==> src/rtl/dcc_pf_pkg.sv <==
// ============================================================================
// DCC packet former package
// Command and packet byte types, action codes and fixed packet constants.
// ============================================================================
package dcc_pf_pkg;

  // Command kinds.
  localparam logic [2:0] ACT_LOCO_SPEED = 3'd0;
  localparam logic [2:0] ACT_ACCESSORY  = 3'd1;
  localparam logic [2:0] ACT_IDLE       = 3'd2;
  localparam logic [2:0] ACT_RESET      = 3'd3;
  localparam logic [2:0] ACT_CV_WRITE   = 3'd4;

  // Fixed bytes and masks of the packet formats.
  localparam logic [7:0] CV_WRITE_HEAD  = 8'b0111_1100;
  localparam logic [7:0] SPEED_128_INST = 8'h3f;
  localparam logic [7:0] LONG_ADDR_HEAD = 8'hc0;
  localparam logic [7:0] ACC_HEAD       = 8'h80;
  localparam logic [7:0] ACC_ACTIVATE   = 8'h08;
  localparam logic [7:0] IDLE_BYTE      = 8'hff;

  // Longest packet: four data bytes and the check byte.
  localparam int unsigned MaxBytes = 5;
  localparam int unsigned CountW   = $clog2(MaxBytes + 1);
  localparam int unsigned IndexW   = $clog2(MaxBytes);

  typedef logic [CountW-1:0] count_t;
  typedef logic [IndexW-1:0] index_t;

  typedef struct packed {
    logic [2:0]  action;
    logic [13:0] decoder_address;
    logic [7:0]  speed_byte;
    logic        straight;
    logic [10:0] cv_number;
    logic [7:0]  cv_value;
  } command_t;

  typedef struct packed {
    logic [7:0] packet_byte;
    logic       last_byte;
  } packet_t;

endpackage

==> src/rtl/dcc_packet_former_top.sv <==
// ============================================================================
// DCC packet former
// Turns one railway command into the bytes of one DCC packet, check last.
// ============================================================================
// The block delivers one packet byte per cycle while packet_stall is low. A
// command is held in an input register, formed in one pass into a packet
// register of up to five bytes, and the packet is then sent in transmission
// order with last_byte set on the XOR check byte. A packet has three to five
// bytes; the next command is formed while the last byte of the previous
// packet leaves, so back-to-back commands give a gap-free byte stream and the
// single output byte port sets the command rate. A command that yields no
// bytes (a locomotive or accessory command with address zero, or an unknown
// action) waits in the input register until the packet register is free and
// is then dropped, which leaves a one-cycle gap in the byte stream. No
// preamble, bit timing or repetition is produced here.
module dcc_packet_former_top (
  input  logic                clk,
  input  logic                rst,
  input  logic                command_valid,
  output logic                command_stall,
  input  dcc_pf_pkg::command_t command,
  output logic                packet_valid,
  input  logic                packet_stall,
  output dcc_pf_pkg::packet_t packet
);

  // Input register holding one accepted command.
  logic                 held_valid;
  dcc_pf_pkg::command_t held;

  // Packet register: formed bytes, byte count and send position.
  logic [7:0]          pkt_bytes [dcc_pf_pkg::MaxBytes];
  dcc_pf_pkg::count_t  pkt_count;
  dcc_pf_pkg::index_t  pkt_index;
  logic                pkt_valid;

  logic                out_take;
  logic                out_last;
  logic                held_take;

  // Formation of the held command.
  logic [7:0]          data [dcc_pf_pkg::MaxBytes];
  dcc_pf_pkg::count_t  data_count;
  logic [7:0]          check;
  logic [7:0]          form_bytes [dcc_pf_pkg::MaxBytes];
  dcc_pf_pkg::count_t  form_count;
  logic [13:0]         acc_n;
  logic [11:0]         acc_board;
  logic [9:0]          cv_index;

  assign out_last  = (dcc_pf_pkg::count_t'(pkt_index) ==
                      pkt_count - dcc_pf_pkg::count_t'(1));
  assign out_take  = pkt_valid && !packet_stall;

  // The packet register is free when empty or when its last byte leaves now.
  assign held_take = held_valid && (!pkt_valid || (out_take && out_last));

  // A command enters whenever the input register is empty or being emptied.
  assign command_stall = held_valid && !held_take;

  assign packet_valid       = pkt_valid;
  assign packet.packet_byte = pkt_bytes[pkt_index];
  assign packet.last_byte   = out_last;

  // Accessory addressing: decoder board and output channel from address - 1.
  assign acc_n     = held.decoder_address - 14'd1;
  assign acc_board = acc_n[13:2] + 12'd1;
  // CV numbers are one-based on the wire side, zero-based in the packet.
  assign cv_index  = held.cv_number[9:0] - 10'd1;

  always_comb begin
    for (int i = 0; i < dcc_pf_pkg::MaxBytes; i++) begin
      data[i] = 8'h00;
    end
    data_count = '0;
    case (held.action)
      dcc_pf_pkg::ACT_LOCO_SPEED: begin
        if (held.decoder_address == 14'd0) begin
          data_count = '0;
        end else if (held.decoder_address < 14'd128) begin
          data[0]    = held.decoder_address[7:0];
          data[1]    = dcc_pf_pkg::SPEED_128_INST;
          data[2]    = held.speed_byte;
          data_count = dcc_pf_pkg::count_t'(3);
        end else begin
          data[0]    = dcc_pf_pkg::LONG_ADDR_HEAD | {2'b00, held.decoder_address[13:8]};
          data[1]    = held.decoder_address[7:0];
          data[2]    = dcc_pf_pkg::SPEED_128_INST;
          data[3]    = held.speed_byte;
          data_count = dcc_pf_pkg::count_t'(4);
        end
      end
      dcc_pf_pkg::ACT_ACCESSORY: begin
        if (held.decoder_address != 14'd0) begin
          data[0]    = dcc_pf_pkg::ACC_HEAD | {2'b00, acc_board[5:0]};
          data[1]    = dcc_pf_pkg::ACC_HEAD | {1'b0, ~acc_board[8:6], 4'b0000} |
                       dcc_pf_pkg::ACC_ACTIVATE | {5'b00000, acc_n[1:0], held.straight};
          data_count = dcc_pf_pkg::count_t'(2);
        end
      end
      dcc_pf_pkg::ACT_IDLE: begin
        data[0]    = dcc_pf_pkg::IDLE_BYTE;
        data_count = dcc_pf_pkg::count_t'(2);
      end
      dcc_pf_pkg::ACT_RESET: begin
        data_count = dcc_pf_pkg::count_t'(2);
      end
      dcc_pf_pkg::ACT_CV_WRITE: begin
        data[0]    = dcc_pf_pkg::CV_WRITE_HEAD | {6'b000000, cv_index[9:8]};
        data[1]    = cv_index[7:0];
        data[2]    = held.cv_value;
        data_count = dcc_pf_pkg::count_t'(3);
      end
      default: begin
        data_count = '0;
      end
    endcase

    // Unused data slots are zero, so the check byte is the XOR of all slots.
    check = data[0] ^ data[1] ^ data[2] ^ data[3] ^ data[4];

    // The check byte follows the data bytes; a packet with no data is empty.
    for (int i = 0; i < dcc_pf_pkg::MaxBytes; i++) begin
      if (dcc_pf_pkg::count_t'(i) < data_count) begin
        form_bytes[i] = data[i];
      end else if (dcc_pf_pkg::count_t'(i) == data_count) begin
        form_bytes[i] = check;
      end else begin
        form_bytes[i] = 8'h00;
      end
    end
    form_count = (data_count == '0) ? '0 : data_count + dcc_pf_pkg::count_t'(1);
  end

  // Input register.
  always_ff @(posedge clk) begin
    if (rst) begin
      held_valid <= 1'b0;
    end else if (!command_stall) begin
      held_valid <= command_valid;
    end
  end

  always_ff @(posedge clk) begin
    if (command_valid && !command_stall) begin
      held <= command;
    end
  end

  // Packet register and send position.
  always_ff @(posedge clk) begin
    if (rst) begin
      pkt_valid <= 1'b0;
      pkt_index <= '0;
    end else if (held_take) begin
      pkt_valid <= (form_count != '0);
      pkt_index <= '0;
    end else if (out_take) begin
      if (out_last) begin
        pkt_valid <= 1'b0;
        pkt_index <= '0;
      end else begin
        pkt_index <= pkt_index + dcc_pf_pkg::index_t'(1);
      end
    end
  end

  always_ff @(posedge clk) begin
    if (held_take) begin
      pkt_bytes <= form_bytes;
      pkt_count <= form_count;
    end
  end

`ifndef SYNTHESIS
  // A packet being sent has at least three bytes and a position inside it.
  a_count_range: assert property (@(posedge clk) disable iff (rst)
    pkt_valid |-> (pkt_count >= dcc_pf_pkg::count_t'(3)) &&
                  (dcc_pf_pkg::count_t'(pkt_index) < pkt_count))
    else $error("packet count or position out of range");

  // A byte other than the last leaves; the next byte of the same packet follows.
  a_advance: assert property (@(posedge clk) disable iff (rst)
    (out_take && !out_last && !held_take) |=>
      pkt_valid && (pkt_index == $past(pkt_index) + dcc_pf_pkg::index_t'(1)))
    else $error("packet position did not advance");

  // An accepted command always lands in the input register.
  a_capture: assert property (@(posedge clk) disable iff (rst)
    (command_valid && !command_stall) |=> held_valid)
    else $error("accepted command not held");

  // The packet register is never overwritten while a byte is still pending.
  a_no_overwrite: assert property (@(posedge clk) disable iff (rst)
    (held_take && pkt_valid) |-> (out_take && out_last))
    else $error("packet overwritten before its last byte left");
`endif

endmodule

==> config.mk <==
export PLATFORM = sky130hd
export DESIGN_NAME = dcc_packet_former_top
export DESIGN_NICKNAME = d
export VERILOG_FILES = /design/src/rtl/dcc_pf_pkg.sv /design/src/rtl/dcc_packet_former_top.sv
export SDC_FILE = /design/constraint.sdc
export NUM_CORES = 1
export LEC_CHECK = 0
export CAP_MARGIN = 10
export CORE_MARGIN = 3
export CORE_UTILIZATION = 30
export CTS_BUF_LIST = sky130_fd_sc_hd__clkbuf_8 sky130_fd_sc_hd__clkbuf_16
export CTS_CLUSTER_DIAMETER = 60
export DETAILED_ROUTE_END_ITERATION = 8
export DONT_BUFFER_PORTS = 1
export HOLD_SLACK_MARGIN = 0.12
export PLACE_DENSITY = 0.41
export SYNTH_ARGS = -nofsm -noshare
export SYNTH_HDL_FRONTEND = slang
export SYNTH_SLANG_ARGS = --single-unit
==> constraint.sdc <==
create_clock -name clk -period 4.3 [get_ports clk]
set_input_delay 0.215 -clock clk [delete_from_list [all_inputs] [get_ports clk]]
set_output_delay 0.215 -clock clk [all_outputs]
set_load 0.03 [all_outputs]
==> results.yml <==
floorplan:
  fp.dieArea_um2: 17700
  fp.dieH_um: 133
  core_area_um2: 15500
  ios: 60
  die-width_um: 133
  rows: 45
  start_util_pct: 31.2
power_and_ir_drop:
  power_uw: 2190
  peakVddDrop_v: 0.000250
  p_per_area_nw_per_um2: 371
  p_leak_uw: 0.00207
timing:
  layout_min_cycle_time_ps: 3460
  drv_slew: 0
  fmax_mhz: 289
  tightest_slew_ps: 1120
  relSlewSlack_pct: 24.4
  post-route-period-util_pct: 80.4
  hold_viol_final: 0
  tns_ps: 0
  rsz0062_at_grt: "false"
  setup_viol: 0
  skew_ps: 11.0
clock_network:
  clockBufferDepth: 2
  clk_latency_ps: 350
  cts-htree-levels: 3
  cts_root_buf: "clkbuf_16"
  post_cts_buffers: 0
  ctsHoldBuffers: 47
  cts.sinks: 92
  clk_pin_slew_worst_paths_ps: 70
  cts_resized: 0
  cts_tree: "built"
  cts_buffers: 9
setup_path:
  worst-path-buf-inv: 2
  r2r_slack_ps: 840
  timing.rr.end: "pkt_bytes[3]"
  slowest_delay_ps: 530
  rr_startpoint: "held[28]"
  crit_slowest_cell: "edfxtp_1"
  worstPathRequired_ps: 4390
  worstSetupStartpointType: "flip-flop"
  cp.arrival_ps: 3550
  cp-end-kind: "flip-flop"
  critPathTopFamily: "simple AND/OR/NAND/NOR gates"
  reg2reg_depth: 11
  path_class: "reg2reg"
  crit_fanout: 8
  path_cells: "inv_1 -> ha_1 -> nor4b_2 -> nand2_1 -> and3_1 -> buf_4 -> a221oi_1 -> o211ai_1 -> o21ai_0 -> xor2_1 -> mux2i_1"
global_routing:
  grt.total_usage_pct: 14.5
  grt_max_degree: 47
  antenna_found_initial: 0
  grt_pass1_wl_um: 19700
  gr-total-overflow: 0
  grt_pass1_vias: 3541
outcome:
  run_status: "finished clean"
synthesis:
  yosys_warnings: 0
  syn-num-nets: 487
  ys_types: 59
  synth_seq_cells: 92
  synth-edff-count: 87
  synth_top_cell_by_area: "edfxtp_1"
  synth_commonest_cells: "edfxtp_1 (87), nand2_1 (43), nor2_1 (35), inv_1 (29), o21ai_0 (24)"
  yosys-top-cells-area: "edfxtp_1 (54%), xnor2_1 (3.8%), mux4_2 (3.7%)"
  syn_area_um2: 4860
  synth-seq-area-share_pct: 55.9
  async_flop_share_pct: 0
  synthCells: 430
  synthFlopType: "edfxtp_1"
  syn_area_per_cell_um2: 11.3
  yosysMostFrequentCell: "edfxtp_1"
  synth.top_cell.area_share_pct: 53.8
min_path:
  min_from: "packet_stall"
  holdPathStages: 2
  hold_path.class: "in2reg"
  whs_endpoint: "packet_valid"
final_layout:
  n_antenna_cell: 0
  nets: 533
  drive_gt1_share_pct: 9.36
  utilization_pct: 37.9
  area_delta_synth_final_pct: 21.4
placed_design:
  dp_hpwl_um: 8870
  portBuffers: 0
  gp_congestion: 0.850
routing:
  drc: 0
  ant_nets: 0
  routedWlPerCell_um: 18.2
  viasPerCell: 5.09
  wl_um: 12600
  vias: 3519
  first_iter_violations: 262
  dr.pass1.iters: 5
job:
  max-cap-violations: 0
-- sequential cells by signal, summed over array words and instances (netlist names) --
signal        cells
pkt_bytes        40
held_valid        1
held             44
packet_valid      1
pkt_index         3
pkt_count         3
-- logic make-up after synthesis --
group	Yosys count	synth area share [%]
xor gates and xnor gates	36	6.49
DFF	92	55.9
muxes	11	4.35
and+or+nand+nor	141	14.2
AOI/OAI and AO/OA	90	12.7
buffers and inverters	52	4.28
adders and majority gates	8	2.06
-- worst max-delay path by stage --
stage,startpoint,end,cells past startpoint
4_1_cts,held[28],pkt_bytes[3],11
6_report,held[28],pkt_bytes[3],11
5_1_grt,held[28],pkt_bytes[16],10
2_1_floorplan,pkt_count[0],held[0],10
3_5_place_dp,held[28],pkt_bytes[3],11
3_3_place_gp,held[28],pkt_bytes[4],9
-- area by class of cell --
type	count	area (um2)
Inverter	29	109
Sequential cell	92	2710
Timing Repair Buffer	58	566
Fill cell	1579	9640
Multi-Input combinational cell	286	1940
Clock buffer	9	225
Tap cell	211	264
Clock inverter	7	75.1
-- metal layers --
metal	global-route usage (%)	wire length (um)	share of wire (%)
met4	6.00	337	2.7
met2	22.8	5780	46
met1	19.3	5870	47
met3	3.36	614	4.9
met5	0	0	0
-- per-stage QoR --
step | instance area, um2 | std cells | setup slack, ps | hold slack (ps)
floorplan | 4860 | 430 | 462 | 284
global placement | 5120 | 629 | 933 | 288
detailed placement | 5120 | 629 | 861 | 287
CTS | 5900 | 692 | 827 | 147
global route | 5900 | 692 | 603 | 210
finish | 5900 | 692 | 842 | 174
-- layout by cell type, fill, tap and decap left out, types with 4 or more instances in the layout --
cell type / synthesis / layout
nor2_1: 35 / 34
dlygate4sd3_1: 0 / 47
clkbuf_16: 0 / 9
nand2b_1: 4 / 4
and2_1: 5 / 4
nor3b_1: 4 / 4
inv_1: 29 / 29
xor2_1: 15 / 15
ha_1: 8 / 8
a221oi_1: 4 / 4
nand3_1: 11 / 11
mux4_2: 8 / 8
nor4_1: 5 / 5
o211ai_1: 4 / 4
dfxtp_1: 5 / 5
a21oi_1: 15 / 15
nand2_1: 43 / 43
xnor2_1: 21 / 21
buf_4: 1 / 10
edfxtp_1: 87 / 87
o21ai_0: 24 / 24
o221ai_1: 7 / 7
a22oi_1: 4 / 4
nor3_1: 13 / 13
-- report_power, final --
group | switching, uW | internal, uW
Clock | 359 | 454
Sequential | 48.4 | 1050
Combinational | 160 | 118
Total | 567 | 1620
Power figures use the tool's default switching activity.
